### src/design/btf_pkg.sv
// ----------------------------------------------------------------------------
// btf_pkg
// Shared types and constants of the back-to-front depth sorter.
// ----------------------------------------------------------------------------
package btf_pkg;

	localparam int ID_W   = 16;
	localparam int POS_W  = 16;
	localparam int DIST_W = 34;
	localparam int CFG_W  = 2;

	localparam logic [CFG_W-1:0] REG_CAMERA_X = 2'd0;
	localparam logic [CFG_W-1:0] REG_CAMERA_Y = 2'd1;
	localparam logic [CFG_W-1:0] REG_CAMERA_Z = 2'd2;

	typedef struct packed {
		logic [ID_W-1:0]   id;
		logic [DIST_W-1:0] sq_dist;
		logic              last;
	} btf_word_t;

	typedef enum logic [1:0] {
		ST_FILL,
		ST_DRAIN
	} btf_state_t;

endpackage

### src/design/btf_front.sv
// ----------------------------------------------------------------------------
// btf_front
// Accept items and compute squared distance to the camera in two stages.
// ----------------------------------------------------------------------------
module btf_front (
	input  logic                      clk,
	input  logic                      arst_n,
	input  logic [15:0]               camera_x,
	input  logic [15:0]               camera_y,
	input  logic [15:0]               camera_z,
	input  logic                      in_valid,
	output logic                      in_stall,
	input  logic [btf_pkg::ID_W-1:0]  item_id,
	input  logic [btf_pkg::POS_W-1:0] pos_x,
	input  logic [btf_pkg::POS_W-1:0] pos_y,
	input  logic [btf_pkg::POS_W-1:0] pos_z,
	input  logic                      last_in,
	output logic                      q_valid,
	input  logic                      q_stall,
	output btf_pkg::btf_word_t        q_word
);

	logic               v_s1, v_s2;
	logic [15:0]        id_s1;
	logic               last_s1;
	logic signed [16:0] dx_s1, dy_s1, dz_s1;
	logic [33:0]        sx_s2, sy_s2, sz_s2;
	logic [15:0]        id_s2;
	logic               last_s2;
	logic               adv2, adv1;
	logic [16:0]        ax, ay, az;

	assign adv2     = !v_s2 || !q_stall;
	assign adv1     = !v_s1 || adv2;
	assign in_stall = !adv1;

	assign ax = dx_s1[16] ? 17'(-dx_s1) : dx_s1;
	assign ay = dy_s1[16] ? 17'(-dy_s1) : dy_s1;
	assign az = dz_s1[16] ? 17'(-dz_s1) : dz_s1;

	always_ff @(posedge clk or negedge arst_n) begin
		if (!arst_n) begin
			v_s1 <= 1'b0;
			v_s2 <= 1'b0;
		end else begin
			if (adv1)
				v_s1 <= in_valid;
			if (adv2)
				v_s2 <= v_s1;
		end
	end

	always_ff @(posedge clk) begin
		if (adv1) begin
			id_s1   <= item_id;
			last_s1 <= last_in;
			dx_s1   <= 17'($signed(pos_x)) - 17'($signed(camera_x));
			dy_s1   <= 17'($signed(pos_y)) - 17'($signed(camera_y));
			dz_s1   <= 17'($signed(pos_z)) - 17'($signed(camera_z));
		end
		if (adv2) begin
			id_s2   <= id_s1;
			last_s2 <= last_s1;
			sx_s2   <= 34'(ax * ax);
			sy_s2   <= 34'(ay * ay);
			sz_s2   <= 34'(az * az);
		end
	end

	assign q_valid        = v_s2;
	assign q_word.id      = id_s2;
	assign q_word.sq_dist = sx_s2 + sy_s2 + sz_s2;
	assign q_word.last    = last_s2;

endmodule

### config.mk
export PLATFORM = sky130hd
export DESIGN_NAME = btf_front
export DESIGN_NICKNAME = d
export VERILOG_FILES = /design/src/design/btf_pkg.sv /design/src/design/btf_front.sv
export SDC_FILE = /design/constraint.sdc
export NUM_CORES = 2
export LEC_CHECK = 0
export BUFFER_PORTS_ARGS = -buffer_cell sky130_fd_sc_hd__buf_4
export CAP_MARGIN = 25
export CORE_AREA = 3 3 273 194
export CTS_BUF_LIST = sky130_fd_sc_hd__clkbuf_8
export CTS_CLUSTER_DIAMETER = 30
export DETAILED_ROUTE_END_ITERATION = 8
export DIE_AREA = 0 0 276 197
export PLACE_DENSITY = 0.94
export SETUP_SLACK_MARGIN = 0.4
export SYNTH_ARGS = -nofsm -noshare
export SYNTH_HDL_FRONTEND = slang
export SYNTH_SLANG_ARGS = --single-unit
### constraint.sdc
create_clock -name clk -period 23.8 [get_ports clk]
set_input_delay 1.19 -clock clk [delete_from_list [all_inputs] [get_ports clk]]
set_output_delay 1.19 -clock clk [all_outputs]
set_load 0.1 [all_outputs]
==> out/results.ini <==
[worst_setup_path]
setup.worst_path.start_class = register
reg2reg_depth = 27
crit_top_cell = fa_1
endpoint_kind = register
path_class = reg2reg
worstPathArrival_ns = 9.50
r2r_start = dz_s1[0]$_DFFE_PN_
reg2reg_slack_ns = 14.60
worstPathMaxFanout = 13
cp_slowest_stage_delay_ns = 0.64
path_delay_family = adder cells
r2r_end = sz_s2[27]$_DFFE_PP_
cp_slowest_cell = edfxtp_1
path_buf_inv = 5
crit_required_ns = 24.10

[floorplan]
fp.dieH_um = 197
fp.dieW_um = 276
start_util_pct = 69.70
dieArea_um2 = 54370
num_rows = 69
io_pins = 170
core-area_um2 = 50590

[logic_synthesis]
synth_ff_type = edfxtp_1
synthesis.area_um2 = 35260
syn_area_per_cell_um2 = 9.491
synth-seq-cells = 186
ys_top_cells_by_area = fa_1 (35%), edfxtp_1 (16%), ha_1 (14%)
synth_edf_count = 184
yosysTopAreaCell = fa_1
yosysUniqueCellTypes = 70
yosysWarnings = 0
ys_seq_area_share_pct = 15.81
yosys.area.top_type_share_pct = 34.58
synthArstFlopShare_pct = 1.075
netlist_instances = 3715

[sta]
fmax_ghz = 0.1087
slew_headroom_pct = 22.27
setup_tns_ns = 0
period_share_pct = 38.64
min_period_ns = 9.196
finalHoldViolCount = 0
clock-skew-final_ns = 0.03120
rsz0062_at_grt = no
report.final.slew_viol_count = 0
finalSetupViolCount = 0
worst_pin_slew_ns = 1.158

[status]
outcome = completed

[cts]
hold_buffers = 0
insertion_delay_ns = 0.55
cts_setup_buffers = 0
ctsResizeCount = 0
cts.htree.levels = 4
cts_buffers = 17
clk_pin_slew_ns = 0.12
cts.root.buffer_cell = clkbuf_8
clock_path_buffers = 2
cts_tree = yes
clock_sinks = 186

[layout]
final_area_um2 = 37850
nets = 5010
area_growth_pct = 7.349
drive_gt1_share_pct = 6.641

[drt]
wl_mm = 90.46
wl_per_cell_um = 19.77
vias_per_cell = 5.978
num_vias = 27360
drc = 0
dr.first_iter.drc_count = 3133
first_pass_iters = 6
detail-route-antenna-nets = 0

[placed_design]
gp_congestion = 0.9954
place_area_um2 = 37420
port_buffers = 169
dpl.hpwl_mm = 75.33

[global_routing]
grt_pass1_vias = 29020
antenna_found_initial = 0
grt_pass1_wl_mm = 146.8
grt_util_all_layers_pct = 33.94
grt_max_degree = 71
gr-total-overflow = 0

[hold_path]
min_path_type = in2async

[flow_run]
maxCapViolations = 0

[cell usage after synthesis (all sizes together), types with 7 or more instances]
cell	number
o41ai	7
o31ai	20
a31oi	18
a21o	103
or4	10
o21bai	32
nor2b	19
nor2	234
a21oi	140
xor2	66
edfxtp	184
xnor2	157
nand4	22
nor3	21
fa	609
ha	397
a21boi	11
and3	14
nand3	33
nand2	325
nand2b	24
o21a	25
a211oi	15
o21ai	95
or3	17
clkbuf	75
inv	949
[layout by cell type (no fill, tap or decap), types with 5 or more instances in the layout]
master / count
o2111ai_1: 6
nor3_1: 21
a211oi_1: 15
nand2_1: 322
or4_1: 8
nor2_1: 234
nor2b_1: 19
a21oi_1: 140
ha_1: 397
edfxtp_1: 184
a41oi_1: 6
or2_2: 6
conb_1: 39
nor4_1: 6
a21boi_0: 11
o21bai_1: 32
inv_8: 5
xnor2_1: 157
a21o_1: 103
and2_1: 6
o21ai_0: 94
inv_1: 943
o21a_1: 25
xor2_1: 65
o31ai_1: 20
inv_2: 6
or3_1: 16
o41ai_1: 5
nand2b_1: 24
nand4_1: 22
a221oi_1: 6
fa_1: 609
a31oi_1: 18
nand3_1: 32
buf_4: 196
and3_1: 14
clkbuf_8: 17
[cell families (layout without fill, tap and decap cells)]
| group | Yosys count | count (layout) | synth area share [%] |
|---|---|---|---|
| fa+ha+maj | 1006 | 1006 | 48.66 |
| buf+inv | 1033 | 1181 | 11.04 |
| flops | 186 | 186 | 15.81 |
| simple gates | 744 | 744 | 9.258 |
| compound gates | 519 | 519 | 9.584 |
| other cells | 2 | 41 | 0.02130 |
| xor+xnor | 223 | 223 | 5.561 |
| mux | 2 | 2 | 0.06387 |
[worst max path at each step]
stage                       startpoint                   to  slack [ns]  cells after the start
floorplan           dz_s1[0]$_DFFE_PN_  sz_s2[27]$_DFFE_PP_       15.81                     31
global placement    dz_s1[0]$_DFFE_PN_  sz_s2[32]$_DFFE_PP_       15.14                     27
detailed placement  dz_s1[0]$_DFFE_PN_  sz_s2[27]$_DFFE_PP_       14.87                     27
CTS                 dz_s1[0]$_DFFE_PN_  sz_s2[27]$_DFFE_PP_       14.84                     27
global route        dz_s1[0]$_DFFE_PN_  sz_s2[27]$_DFFE_PP_       14.29                     27
finish              dz_s1[0]$_DFFE_PN_  sz_s2[27]$_DFFE_PP_       14.60                     27
[metrics by stage]
stage | utilization, % | hold slack [ns] | cells | worst slack, ns
floorplan | - | 0.4003 | 3752 | 15.81
global placement | 73.96 | 0.4012 | 4541 | 15.14
detailed placement | 73.97 | 0.4045 | 4542 | 14.87
CTS | 74.81 | 0.3885 | 4574 | 14.84
global route | 74.81 | 0.3820 | 4574 | 14.29
finish | 74.82 | 0.4117 | 4576 | 14.60
[registers in the layout, summed over array words and instances, names as in the netlist]
signal / count
dx_s1: 17
dz_s1: 17
id_s1: 16
sx_s2: 33
last_s1: 1
id_s2: 16
last_s2: 1
sz_s2: 33
q_valid: 1
sy_s2: 33
v_s1: 1
dy_s1: 17
[per-layer routing]
metal  vias up  track usage, %  share of wire [%]
li1      11950               -                  -
met1     13230           45.11                 38
met2      1829           54.42                 46
met5         -               0                  0
met3       346           9.082                 12
met4         0           12.39                4.1
[cell type report]
cell class	count	area [um2]
clock buffers	17	234.0
diodes	2	5.005
multi-input cells	2533	25950
flip-flops and latches	186	5575
inverters	953	3582
repair buffers	196	1471
well taps	674	843.3
fillers	3299	12740
clock inverters	15	187.7
Power is not shown: default switching activity piles up to over one toggle a cycle in this logic, so the estimate is an artifact.
