$ cat config.mk
export PLATFORM = sky130hd
export DESIGN_NAME = btf_queue
export DESIGN_NICKNAME = d
export VERILOG_FILES = /design/src/design/btf_pkg.sv /design/src/design/btf_queue.sv
export SDC_FILE = /design/constraint.sdc
export NUM_CORES = 1
export LEC_CHECK = 0
export BUFFER_PORTS_ARGS = -buffer_cell sky130_fd_sc_hd__buf_2
export CAP_MARGIN = 20
export CORE_MARGIN = 4
export CORE_UTILIZATION = 30
export DETAILED_ROUTE_END_ITERATION = 8
export GPL_ROUTABILITY_DRIVEN = 1
export PLACE_DENSITY_LB_ADDON = 0.05
export RECOVER_POWER = 25
export REMOVE_ABC_BUFFERS = 1
export SETUP_SLACK_MARGIN = 0.05
export SYNTH_ARGS = -nofsm -noshare
export SYNTH_HDL_FRONTEND = slang
export SYNTH_SLANG_ARGS = --single-unit
export TNS_END_PERCENT = 50
$ cat constraint.sdc
create_clock -name clk -period 6.8 [get_ports clk]
set_input_delay 1.36 -clock clk [delete_from_list [all_inputs] [get_ports clk]]
set_output_delay 1.36 -clock clk [all_outputs]
set_load 0.01 [all_outputs]
$ cat src/design/btf_pkg.sv
// ----------------------------------------------------------------------------
// btf_pkg
// Shared types and constants of the back-to-front depth sorter.
// ----------------------------------------------------------------------------
package btf_pkg;

	localparam int ID_W   = 16;
	localparam int POS_W  = 16;
	localparam int DIST_W = 34;
	localparam int CFG_W  = 2;

	localparam logic [CFG_W-1:0] REG_CAMERA_X = 2'd0;
	localparam logic [CFG_W-1:0] REG_CAMERA_Y = 2'd1;
	localparam logic [CFG_W-1:0] REG_CAMERA_Z = 2'd2;

	typedef struct packed {
		logic [ID_W-1:0]   id;
		logic [DIST_W-1:0] sq_dist;
		logic              last;
	} btf_word_t;

	typedef enum logic [1:0] {
		ST_FILL,
		ST_DRAIN
	} btf_state_t;

endpackage

$ cat src/design/btf_queue.sv
// ----------------------------------------------------------------------------
// btf_queue
// Two-entry queue between the distance front and the sorting back.
// ----------------------------------------------------------------------------
module btf_queue (
	input  logic               clk,
	input  logic               arst_n,
	input  logic               wr_valid,
	output logic               wr_stall,
	input  btf_pkg::btf_word_t wr_word,
	output logic               rd_valid,
	input  logic               rd_stall,
	output btf_pkg::btf_word_t rd_word
);

	btf_pkg::btf_word_t mem_q [2];
	logic               wp_q, rp_q;
	logic [1:0]         cnt_q;
	logic               push, pop;

	assign wr_stall = cnt_q == 2'd2;
	assign rd_valid = cnt_q != 2'd0;
	assign rd_word  = mem_q[rp_q];
	assign push     = wr_valid && !wr_stall;
	assign pop      = rd_valid && !rd_stall;

	always_ff @(posedge clk or negedge arst_n) begin
		if (!arst_n) begin
			wp_q  <= 1'b0;
			rp_q  <= 1'b0;
			cnt_q <= 2'd0;
		end else begin
			if (push)
				wp_q <= !wp_q;
			if (pop)
				rp_q <= !rp_q;
			cnt_q <= cnt_q + 2'(push) - 2'(pop);
		end
	end

	always_ff @(posedge clk) begin
		if (push)
			mem_q[wp_q] <= wr_word;
	end

endmodule

==> impl_metrics.ini, run 1 <==
[place]
dp.final_hpwl_um = 4800
dp_cells = 456
port_buffers = 107
place_congestion = 0.676

[die]
die_width_um = 125
initial_core_util_pct = 30.9
pin_count = 108
die_height_um = 125
rows = 42
core_sq_mm = 0.0134
die-area_sq_mm = 0.0157

[detailed_routing]
drt-total-wl_um = 7550
first_pass_iters = 4
drc = 0
drt_iter0_drc = 60
wl_met1_um = 3230
met2WireLength_um = 3570
routedWlPerCell_um = 16.0
via_count = 1966
final_antenna_net_count = 0
topRoutingLayerUsed = met4
wl_met3_um = 562
vias_per_cell = 4.17

[logic_synthesis]
synth-xor-area-share_pct = 0.846
netlist_instances = 177
synth_top_area_cell = edfxtp_1
syn-cell-area_sq_mm = 0.00414
synth_top_area_share_pct = 74.0
synth_compound_area_share_pct = 0
synth_area_per_cell_sq_um = 23.4
synth_edf_count = 102
yosys.area_share.adder_pct = 0.604
ys_ff_latch = 106
synth-seq-area-share_pct = 76.4
async_flop_share_pct = 3.77
synth_cell_types = 16
synthTopCellsByCount = 102 x edfxtp_1, 49 x mux2_4, 5 x buf_12
synth_most_common_cell = edfxtp_1
synth_top_family_by_area = multiplexers
ys.warnings.count = 0
muxShareOfSynthArea_pct = 18.3
synth_area_leaders = edfxtp_1 74%, mux2_4 18%, buf_12 2.4%
ys.flop_type = edfxtp_1
synthSimpleGateAreaFrac_pct = 0.967

[timing]
fin_crit_ps = 3380
final-hold-violation-count = 0
worstMarginPinSlew_ps = 1030
slew_headroom_pct = 31.2
rsz0062_at_grt = no
fmaxAchievable_ghz = 0.296
period_share_pct = 49.7
holdWs_ps = 529
setup_tns_ps = 0
slew_viol_final = 0
setup_violations = 0
skew_ps = 2.65

[min_path]
whs_path_depth = 1
hold_path.class = flip-flop to flip-flop

[pwr]
peakVddDrop_uv = 206
p_per_area_mw_per_mm2 = 420
p_leak_uw = 0.00199

[critical_path]
worst-path-max-fanout = 52
critPathBufInv = 1
cpLargestDelayFamily = flip-flops
cp-start-kind = flip-flop
crit_slowest_cell = dfrtp_4
path_class = flip-flop to primary output
cp.arrival_ps = 2020
critPathCaptureType = primary output
crit_chain = mux2_2, buf_2
critical_path_depth = 2
cp_slowest_stage_delay_ps = 1120
reg2reg_depth = 3
required_ps = 5440

[clock_network]
cts_tree = yes
cts_sinks = 106
cts_setup_buffers = 0
cts_resized = 0
cts_buffers = 9
path_clk_slew_ps = 60
clockBufferDepth = 2
clk_latency_ps = 340
h-tree-depth = 3
holdBufCountCts = 0
cts-root-buf = clkbuf_16

[final_layout]
area_delta_synth_final_pct = 21.9
drive_gt1_share_pct = 55.3
n_antenna_cell = 0
final_cells = 471
nets = 348

[global_route]
grt.total_usage_pct = 9.82
grt_pass1_vias = 2123
grt_start_max_net_pins = 53
antenna_found_initial = 0
grt_pass1_wl_um = 11500
globalRouteOverflowTotal = 0

[job]
cap_violations = 0

[status]
status = complete, no violations
[registers in the layout, indices dropped and copies added (netlist names)]
| signal | cells |
|---|---|
| cnt_q | 2 |
| mem_q | 102 |
| rp_q | 1 |
| wp_q | 1 |
[where the power goes]
part / leakage [uW] / total, uW / internal [uW] / switching [uW]
logic: 0.000869 / 648 / 366 / 282
registers: 0.000993 / 1020 / 896 / 125
clock network: 0.000127 / 450 / 242 / 208
[placed cells by master (no fill, tap or decap)]
cell	Yosys	layout
dfrtp_1	4	3
clkbuf_1	0	14
xor2_1	1	1
xnor2_1	3	3
and3_2	0	1
inv_1	2	2
buf_4	0	2
nand2_1	1	1
clkbuf_16	0	9
nand2b_1	1	1
buf_2	0	94
clkinv_2	0	3
or2_1	1	1
mux2_2	2	2
clkinv_1	0	2
nor2_4	0	1
edfxtp_1	102	102
dfrtp_4	0	1
mux2_4	49	49
ha_1	2	2
nor2b_4	1	1
[worst register-to-register path: cells and delay by family (launching register included)]
family	cells	cell delay (ps)
buffers and inverters	1	570
flip-flops	1	410
AND/OR/NAND/NOR	2	520
[metrics by stage]
stage	total power [uW]	util [%]	setup WS [ps]	instance area [sq um]
6_report	2120	37.7	3420	5050
3_3_place_gp	1710	35.9	3730	4810
3_5_place_dp	1710	35.9	3720	4810
2_1_floorplan	1470	-	2750	4030
4_1_cts	2170	37.8	3350	5060
5_1_grt	2240	37.7	3300	5050
[logic make-up after synthesis]
kind of cell / after synthesis
simple gates: 6
xor+xnor: 4
flops: 106
buf+inv: 8
fa+ha+maj: 2
mux: 51
[routing by layer]
layer / global-route usage [%] / vias up
met5: 0 / -
met4: 5.55 / 0
met3: 3.71 / 13
met2: 15.2 / 68
met1: 11.8 / 966
li1: - / 919
[path summary, 6_finish.rpt]
check / startpoint / endpoint / slack, ps
worst max register to register: cnt_q[1] / mem_q[1][12] / 4930
max in group asynchronous: arst_n / rp_q / 5730
worst max-delay path: rp_q / rd_word[0] / 3420
worst min-delay path: cnt_q[0] / cnt_q[0] / 530
worst min register to register: cnt_q[0] / cnt_q[0] / 530
min in group asynchronous: arst_n / wp_q / 850
[final cells by class]
cell class	instances	area, sq um
Sequential cell	106	3170
Fill cell	1283	8350
Inverter	2	7.51
Clock inverter	5	22.5
Timing Repair Buffer	109	534
Tap cell	176	220
Clock buffer	10	229
Multi-Input combinational cell	63	867
Note: power is estimated with default switching activity, not from simulation.
==> inputs of run 2 (changes only) <==
--- a/config.mk
+++ b/config.mk
@@ -5,6 +5,7 @@
 export SDC_FILE = /design/constraint.sdc
 export NUM_CORES = 1
 export LEC_CHECK = 0
+export ABC_AREA = 1
 export BUFFER_PORTS_ARGS = -buffer_cell sky130_fd_sc_hd__buf_2
 export CAP_MARGIN = 20
 export CORE_MARGIN = 4
==> constraint.sdc (replaced) <==
create_clock -name clk -period 3.31 [get_ports clk]
set_input_delay 0.662 -clock clk [delete_from_list [all_inputs] [get_ports clk]]
set_output_delay 0.662 -clock clk [all_outputs]
set_load 0.01 [all_outputs]
==> run 2 against run 1 <==
Global-route usage grew 1.5 points. Count of clock-buffer cells in the layout down 1. Via count increased by 23%. Hold slack got worse by 380 ps. Critical path type unchanged. Largest power group unchanged. Highest routed layer is now met5.
==> impl_metrics.ini, run 2 <==
[status]
status = complete, no violations

[timing]
setup_violations = 0
skew_ps = 7.02
fin_crit_ps = 2550
fmaxAchievable_ghz = 0.392
period_share_pct = 77.0
slew_viol_final = 0
final-hold-violation-count = 0
rsz0062_at_grt = no
setup_tns_ps = 0
slew_headroom_pct = 55.9
worstMarginPinSlew_ps = 661

[detailed_routing]
wl_met1_um = 3830
topRoutingLayerUsed = met5
met2WireLength_um = 3950
final_antenna_net_count = 0
wl_met3_um = 659
via_count = 2421
vias_per_cell = 4.10
drt-total-wl_um = 8560
first_pass_iters = 4
drt_iter0_drc = 106
routedWlPerCell_um = 14.5
drc = 0

[clock_network]
cts-root-buf = clkbuf_16
cts_setup_buffers = 0
holdBufCountCts = 0
h-tree-depth = 3
cts_sinks = 106
path_clk_slew_ps = 70
cts_tree = yes
clockBufferDepth = 2
cts_buffers = 9
clk_latency_ps = 340
cts_resized = 0

[pwr]
peakVddDrop_uv = 581
sw_frac_of_total_pct = 33.9
clkPwrFrac_pct = 24.7
p_leak_uw = 0.00212
cell_internal_pwr_uw = 2960
p_comb_share_pct = 31.3
netSwitchingPower_uw = 1520
p_per_area_mw_per_mm2 = 890
p_seq_share_pct = 44.0

[critical_path]
cp-start-kind = flip-flop
startpoint = rp_q
critPathCaptureType = primary output
required_ps = 2650
reg2reg_depth = 4
path_class = flip-flop to primary output
worst-path-max-fanout = 30
r2r_setup_slack_ps = 1750
r2r-start = cnt_q[1]
worst_r2r_endpoint = mem_q[0][41]
cp.arrival_ps = 1890

[logic_synthesis]
synth_edf_count = 102
synth_area_per_cell_sq_um = 13.5
ys_ff_latch = 106
synth-seq-area-share_pct = 78.0
async_flop_share_pct = 3.77
synth_area_leaders = edfxtp_1 76%, nand2_1 14%, nand2_2 3.1%
synth_cell_types = 12
syn-cell-area_sq_mm = 0.00406
netlist_instances = 300
synth_most_common_cell = nand2_1
ys.flop_type = edfxtp_1
ys.warnings.count = 0
synthTopCellsByCount = 146 x nand2_1, 102 x edfxtp_1, 20 x nand2_2
synth_top_area_share_pct = 75.5
synth_top_area_cell = edfxtp_1

[die]
die-area_sq_mm = 0.0154
initial_core_util_pct = 30.6
rows = 42
die_height_um = 124
core_sq_mm = 0.0132
die_width_um = 124
pin_count = 108

[job]
cap_violations = 0

[final_layout]
final_common_cell = nand2_1
n_antenna_cell = 0
fillCellCount = 1338
reg.largest.list = mem_q: 102 flops, cnt_q: 2 flops
nets = 467
largest_register = mem_q
largest_reg_flops = 102
drive_gt1_share_pct = 30.6
area_delta_synth_final_pct = 23.9
fin_area_sq_mm = 0.00502
layout_common_cells = 146 x nand2_1, 102 x edfxtp_1, 87 x buf_2

[place]
port_buffers = 107
place_area_sq_mm = 0.00474
place_congestion = 0.687
dp.final_hpwl_um = 5300

[global_route]
grt_pass1_wl_um = 13400
globalRouteOverflowTotal = 0
antenna_found_initial = 2
grt.total_usage_pct = 11.3
grt_pass1_vias = 2433
grt_start_max_net_pins = 53

[min_path]
hold_path.class = input port to asynchronous set/reset pin
-- run 2: area by class of cell --
cell class              instances  area, sq um  share of cell area [%]
clock buffers                   9          225                    4.48
clock inverters                 7         83.8                    1.67
inverters                      11         48.8                   0.971
multi-input cells             172          724                    14.4
flip-flops and latches        106         3160                    63.0
well taps                     176          220                    4.38
repair buffers                110          558                    11.1
-- run 2: worst max path at each step --
stage	endpoint	slack, ps	cells after the start
CTS	rd_word[28]	690	4
finish	rd_word[28]	760	4
detailed placement	rd_word[28]	1080	4
global placement	rd_word[28]	1070	4
floorplan	mem_q[1][0]	-30	2
global route	rd_word[31]	590	4
-- run 2: kinds of logic after synthesis --
group	Yosys count	share of synthesized area (%)
flip-flops	106	78.0
AND/OR/NAND/NOR	170	17.1
adder cells (fa/ha/maj)	2	0.617
buffers and inverters	22	4.32
-- run 2: layer usage --
layer	vias up	track usage, %
met2	73	17.9
met1	1116	13.5
met5	-	0
met4	4	3.09
met3	9	5.96
li1	1219	-
-- run 2: power by group through the flow --
| stage | clock, uW | sequential [uW] | combinational, uW |
|---|---|---|---|
| floorplan | 0 | 2000 | 774 |
| global placement | 0 | 2000 | 1460 |
| detailed placement | 0 | 2000 | 1470 |
| CTS | 1140 | 1980 | 1470 |
| global route | 1200 | 2000 | 1600 |
| finish | 1110 | 1970 | 1400 |
-- run 2: metrics by stage --
step,setup slack (ps),util (%),hold WS (ps),power [uW],cells
floorplan,-33.5,-,366,2780,289
global placement,1070,35.8,456,3470,575
detailed placement,1080,35.8,458,3470,575
CTS,689,38.1,102,4590,591
global route,594,37.9,152,4800,591
finish,760,37.9,150,4470,591
-- run 2: worst max-delay path, cell delays in order (launching register included) --
cell and delay (ps):
dfrtp_2 800, buf_4 400, nand2_1 80, nand2_1 110, buf_2 140
==> inputs of run 3 (changes only) <==
==> constraint.sdc (replaced) <==
create_clock -name clk -period 2.6 [get_ports clk]
set_input_delay 0.52 -clock clk [delete_from_list [all_inputs] [get_ports clk]]
set_output_delay 0.52 -clock clk [all_outputs]
set_load 0.01 [all_outputs]
==> run 3 against run 2 <==
Utilization grew 0.67 points. Global-route usage up 0.15 points. Final cell count increased by 0.51%. Total power up 34%. Register-to-register slack lost 720 ps.
==> impl_metrics.ini, run 3 (synthesis results as in run 2) <==
[status]
status = complete, no violations

[detailed_routing]
vias_per_cell = 4.11
drt-total-wl_um = 8530
routedWlPerCell_um = 14.4
drt_iter0_drc = 106
final_antenna_net_count = 0
via_count = 2443
first_pass_iters = 4
drc = 0

[pwr]
cell_internal_pwr_uw = 4070
clkPwrFrac_pct = 28.7
peakVddDrop_uv = 329
p_comb_share_pct = 30.3
p_leak_uw = 0.00217
sw_frac_of_total_pct = 32.2
p_per_area_mw_per_mm2 = 1180
p_seq_share_pct = 41.0
p_total_uw = 6010
netSwitchingPower_uw = 1940

[global_route]
grt_pass1_vias = 2489
grt.total_usage_pct = 11.5
globalRouteOverflowTotal = 0
grt_pass1_wl_um = 13600
antenna_found_initial = 1
grt_start_max_net_pins = 53

[final_layout]
reg.largest.list = mem_q: 102 flops, cnt_q: 2 flops
fillCellCount = 1307
n_antenna_cell = 0
multi_input_area_sq_um = 724
nets = 470
layout_common_cells = 146 x nand2_1, 102 x edfxtp_1, 89 x buf_2
area_delta_synth_final_pct = 26.1
drive_gt1_share_pct = 31.6
finish.utilization_pct = 38.6
register_area_sq_mm = 0.00316
final_common_cell = nand2_1
largest_reg_flops = 102
final_cells = 594
largest_register = mem_q

[die]
die-area_sq_mm = 0.0154
pin_count = 108
core_sq_mm = 0.0132
die_height_um = 124
die_width_um = 124
initial_core_util_pct = 30.6
rows = 42

[clock_network]
cts-root-buf = clkbuf_16
path_clk_slew_ps = 70
cts_tree = yes
h-tree-depth = 3
clockBufferDepth = 2
clk_latency_ps = 340
cts_buffers = 9
cts_sinks = 106

[timing]
fin_crit_ps = 2160
setup_violations = 0
skew_ps = 7.56
fmaxAchievable_ghz = 0.463
slew_viol_final = 0
rsz0062_at_grt = no
period_share_pct = 83.0
final-hold-violation-count = 0
worstMarginPinSlew_ps = 482
slew_headroom_pct = 67.9
finalWorstSetupSlack_ps = 441

[place]
port_buffers = 107
pre_cts_ws_ps = 775
place_congestion = 0.707
dp_cells = 577
dp.final_hpwl_um = 5280

[critical_path]
critPathCaptureType = primary output
path_class = flip-flop to primary output
r2r_setup_slack_ps = 1030
endpoint = rd_word[3]
cp.arrival_ps = 1640
worst-path-max-fanout = 24
cp-start-kind = flip-flop
startpoint = rp_q
r2r-start = cnt_q[1]
required_ps = 2080
worst_r2r_endpoint = mem_q[1][11]
reg2reg_depth = 4

[job]
cap_violations = 0

[min_path]
hold_path.class = input port to flip-flop
[run 3: changes by cell type in the layout (fill, tap and decap cells not counted), sizes merged]
| cell | before | now |
|---|---|---|
| buf | 90 | 94 |
| clkinv | 4 | 0 |
| bufinv | 2 | 5 |
| clkinvlp | 1 | 0 |
| dlygate4sd3 | 0 | 1 |
[run 3: area by class of cell]
| cell class | count | area share [%] |
|---|---|---|
| clock buffer | 11 | 4.55 |
| clock inverter | 5 | 2.94 |
| inverter | 11 | 0.954 |
| multi-input combinational | 172 | 14.2 |
| sequential | 106 | 61.9 |
| tap | 176 | 4.31 |
| timing repair buffer | 113 | 11.2 |
[run 3: worst max-delay path, stage by stage, from the launching register on]
cell and delay (ps):
dfrtp_2 600, buf_4 350, nand2_1 90, nand2_1 100, buf_2 140
[run 3: how the worst min path moves through the flow]
| stage | start | slack [ps] | end | depth (start not counted) |
|---|---|---|---|---|
| final | wr_word[5] | 360 | mem_q[0][5] | 1 |
| after global routing | wr_word[5] | 340 | mem_q[1][5] | 1 |
| after CTS | wr_word[41] | 340 | mem_q[1][41] | 1 |
| after detailed placement | arst_n | 340 | cnt_q[0] | 1 |
| after global placement | arst_n | 340 | cnt_q[0] | 1 |
| after floorplan | arst_n | 220 | cnt_q[0] | 0 |
[run 3: repair_timing]
item,4_1_cts,5_1_grt
endpoints found under the setup margin,0,0
hold endpoints to repair,4,0
buffers inserted,0,0
hold buffers,1,0
resized for setup,0,0
[run 3: metrics by stage]
stage	TNS (ps)	hold WS [ps]	instance area [sq um]
2_1_floorplan	-30670	224	3930
4_1_cts	0	343	5140
3_5_place_dp	0	340	4740
6_report	0	357	5110
3_3_place_gp	0	338	4740
5_1_grt	0	339	5110
[run 3: layer usage]
layer  up-vias  track usage [%]  share of wire [%]
li1       1222                -                  -
met1      1135             14.2                 45
met2        71             17.7                 46
met3        13             4.37                6.8
met4         2             5.61                2.1
met5         -                0               0.18
[run 3: power by group through the flow]
stage	sequential (uW)	combinational, uW	clock, uW
final	2470	1820	1730
after global routing	2500	2080	1840
after global placement	2510	1900	0
after detailed placement	2510	1900	0
after floorplan	2550	986	0
after CTS	2470	1910	1770
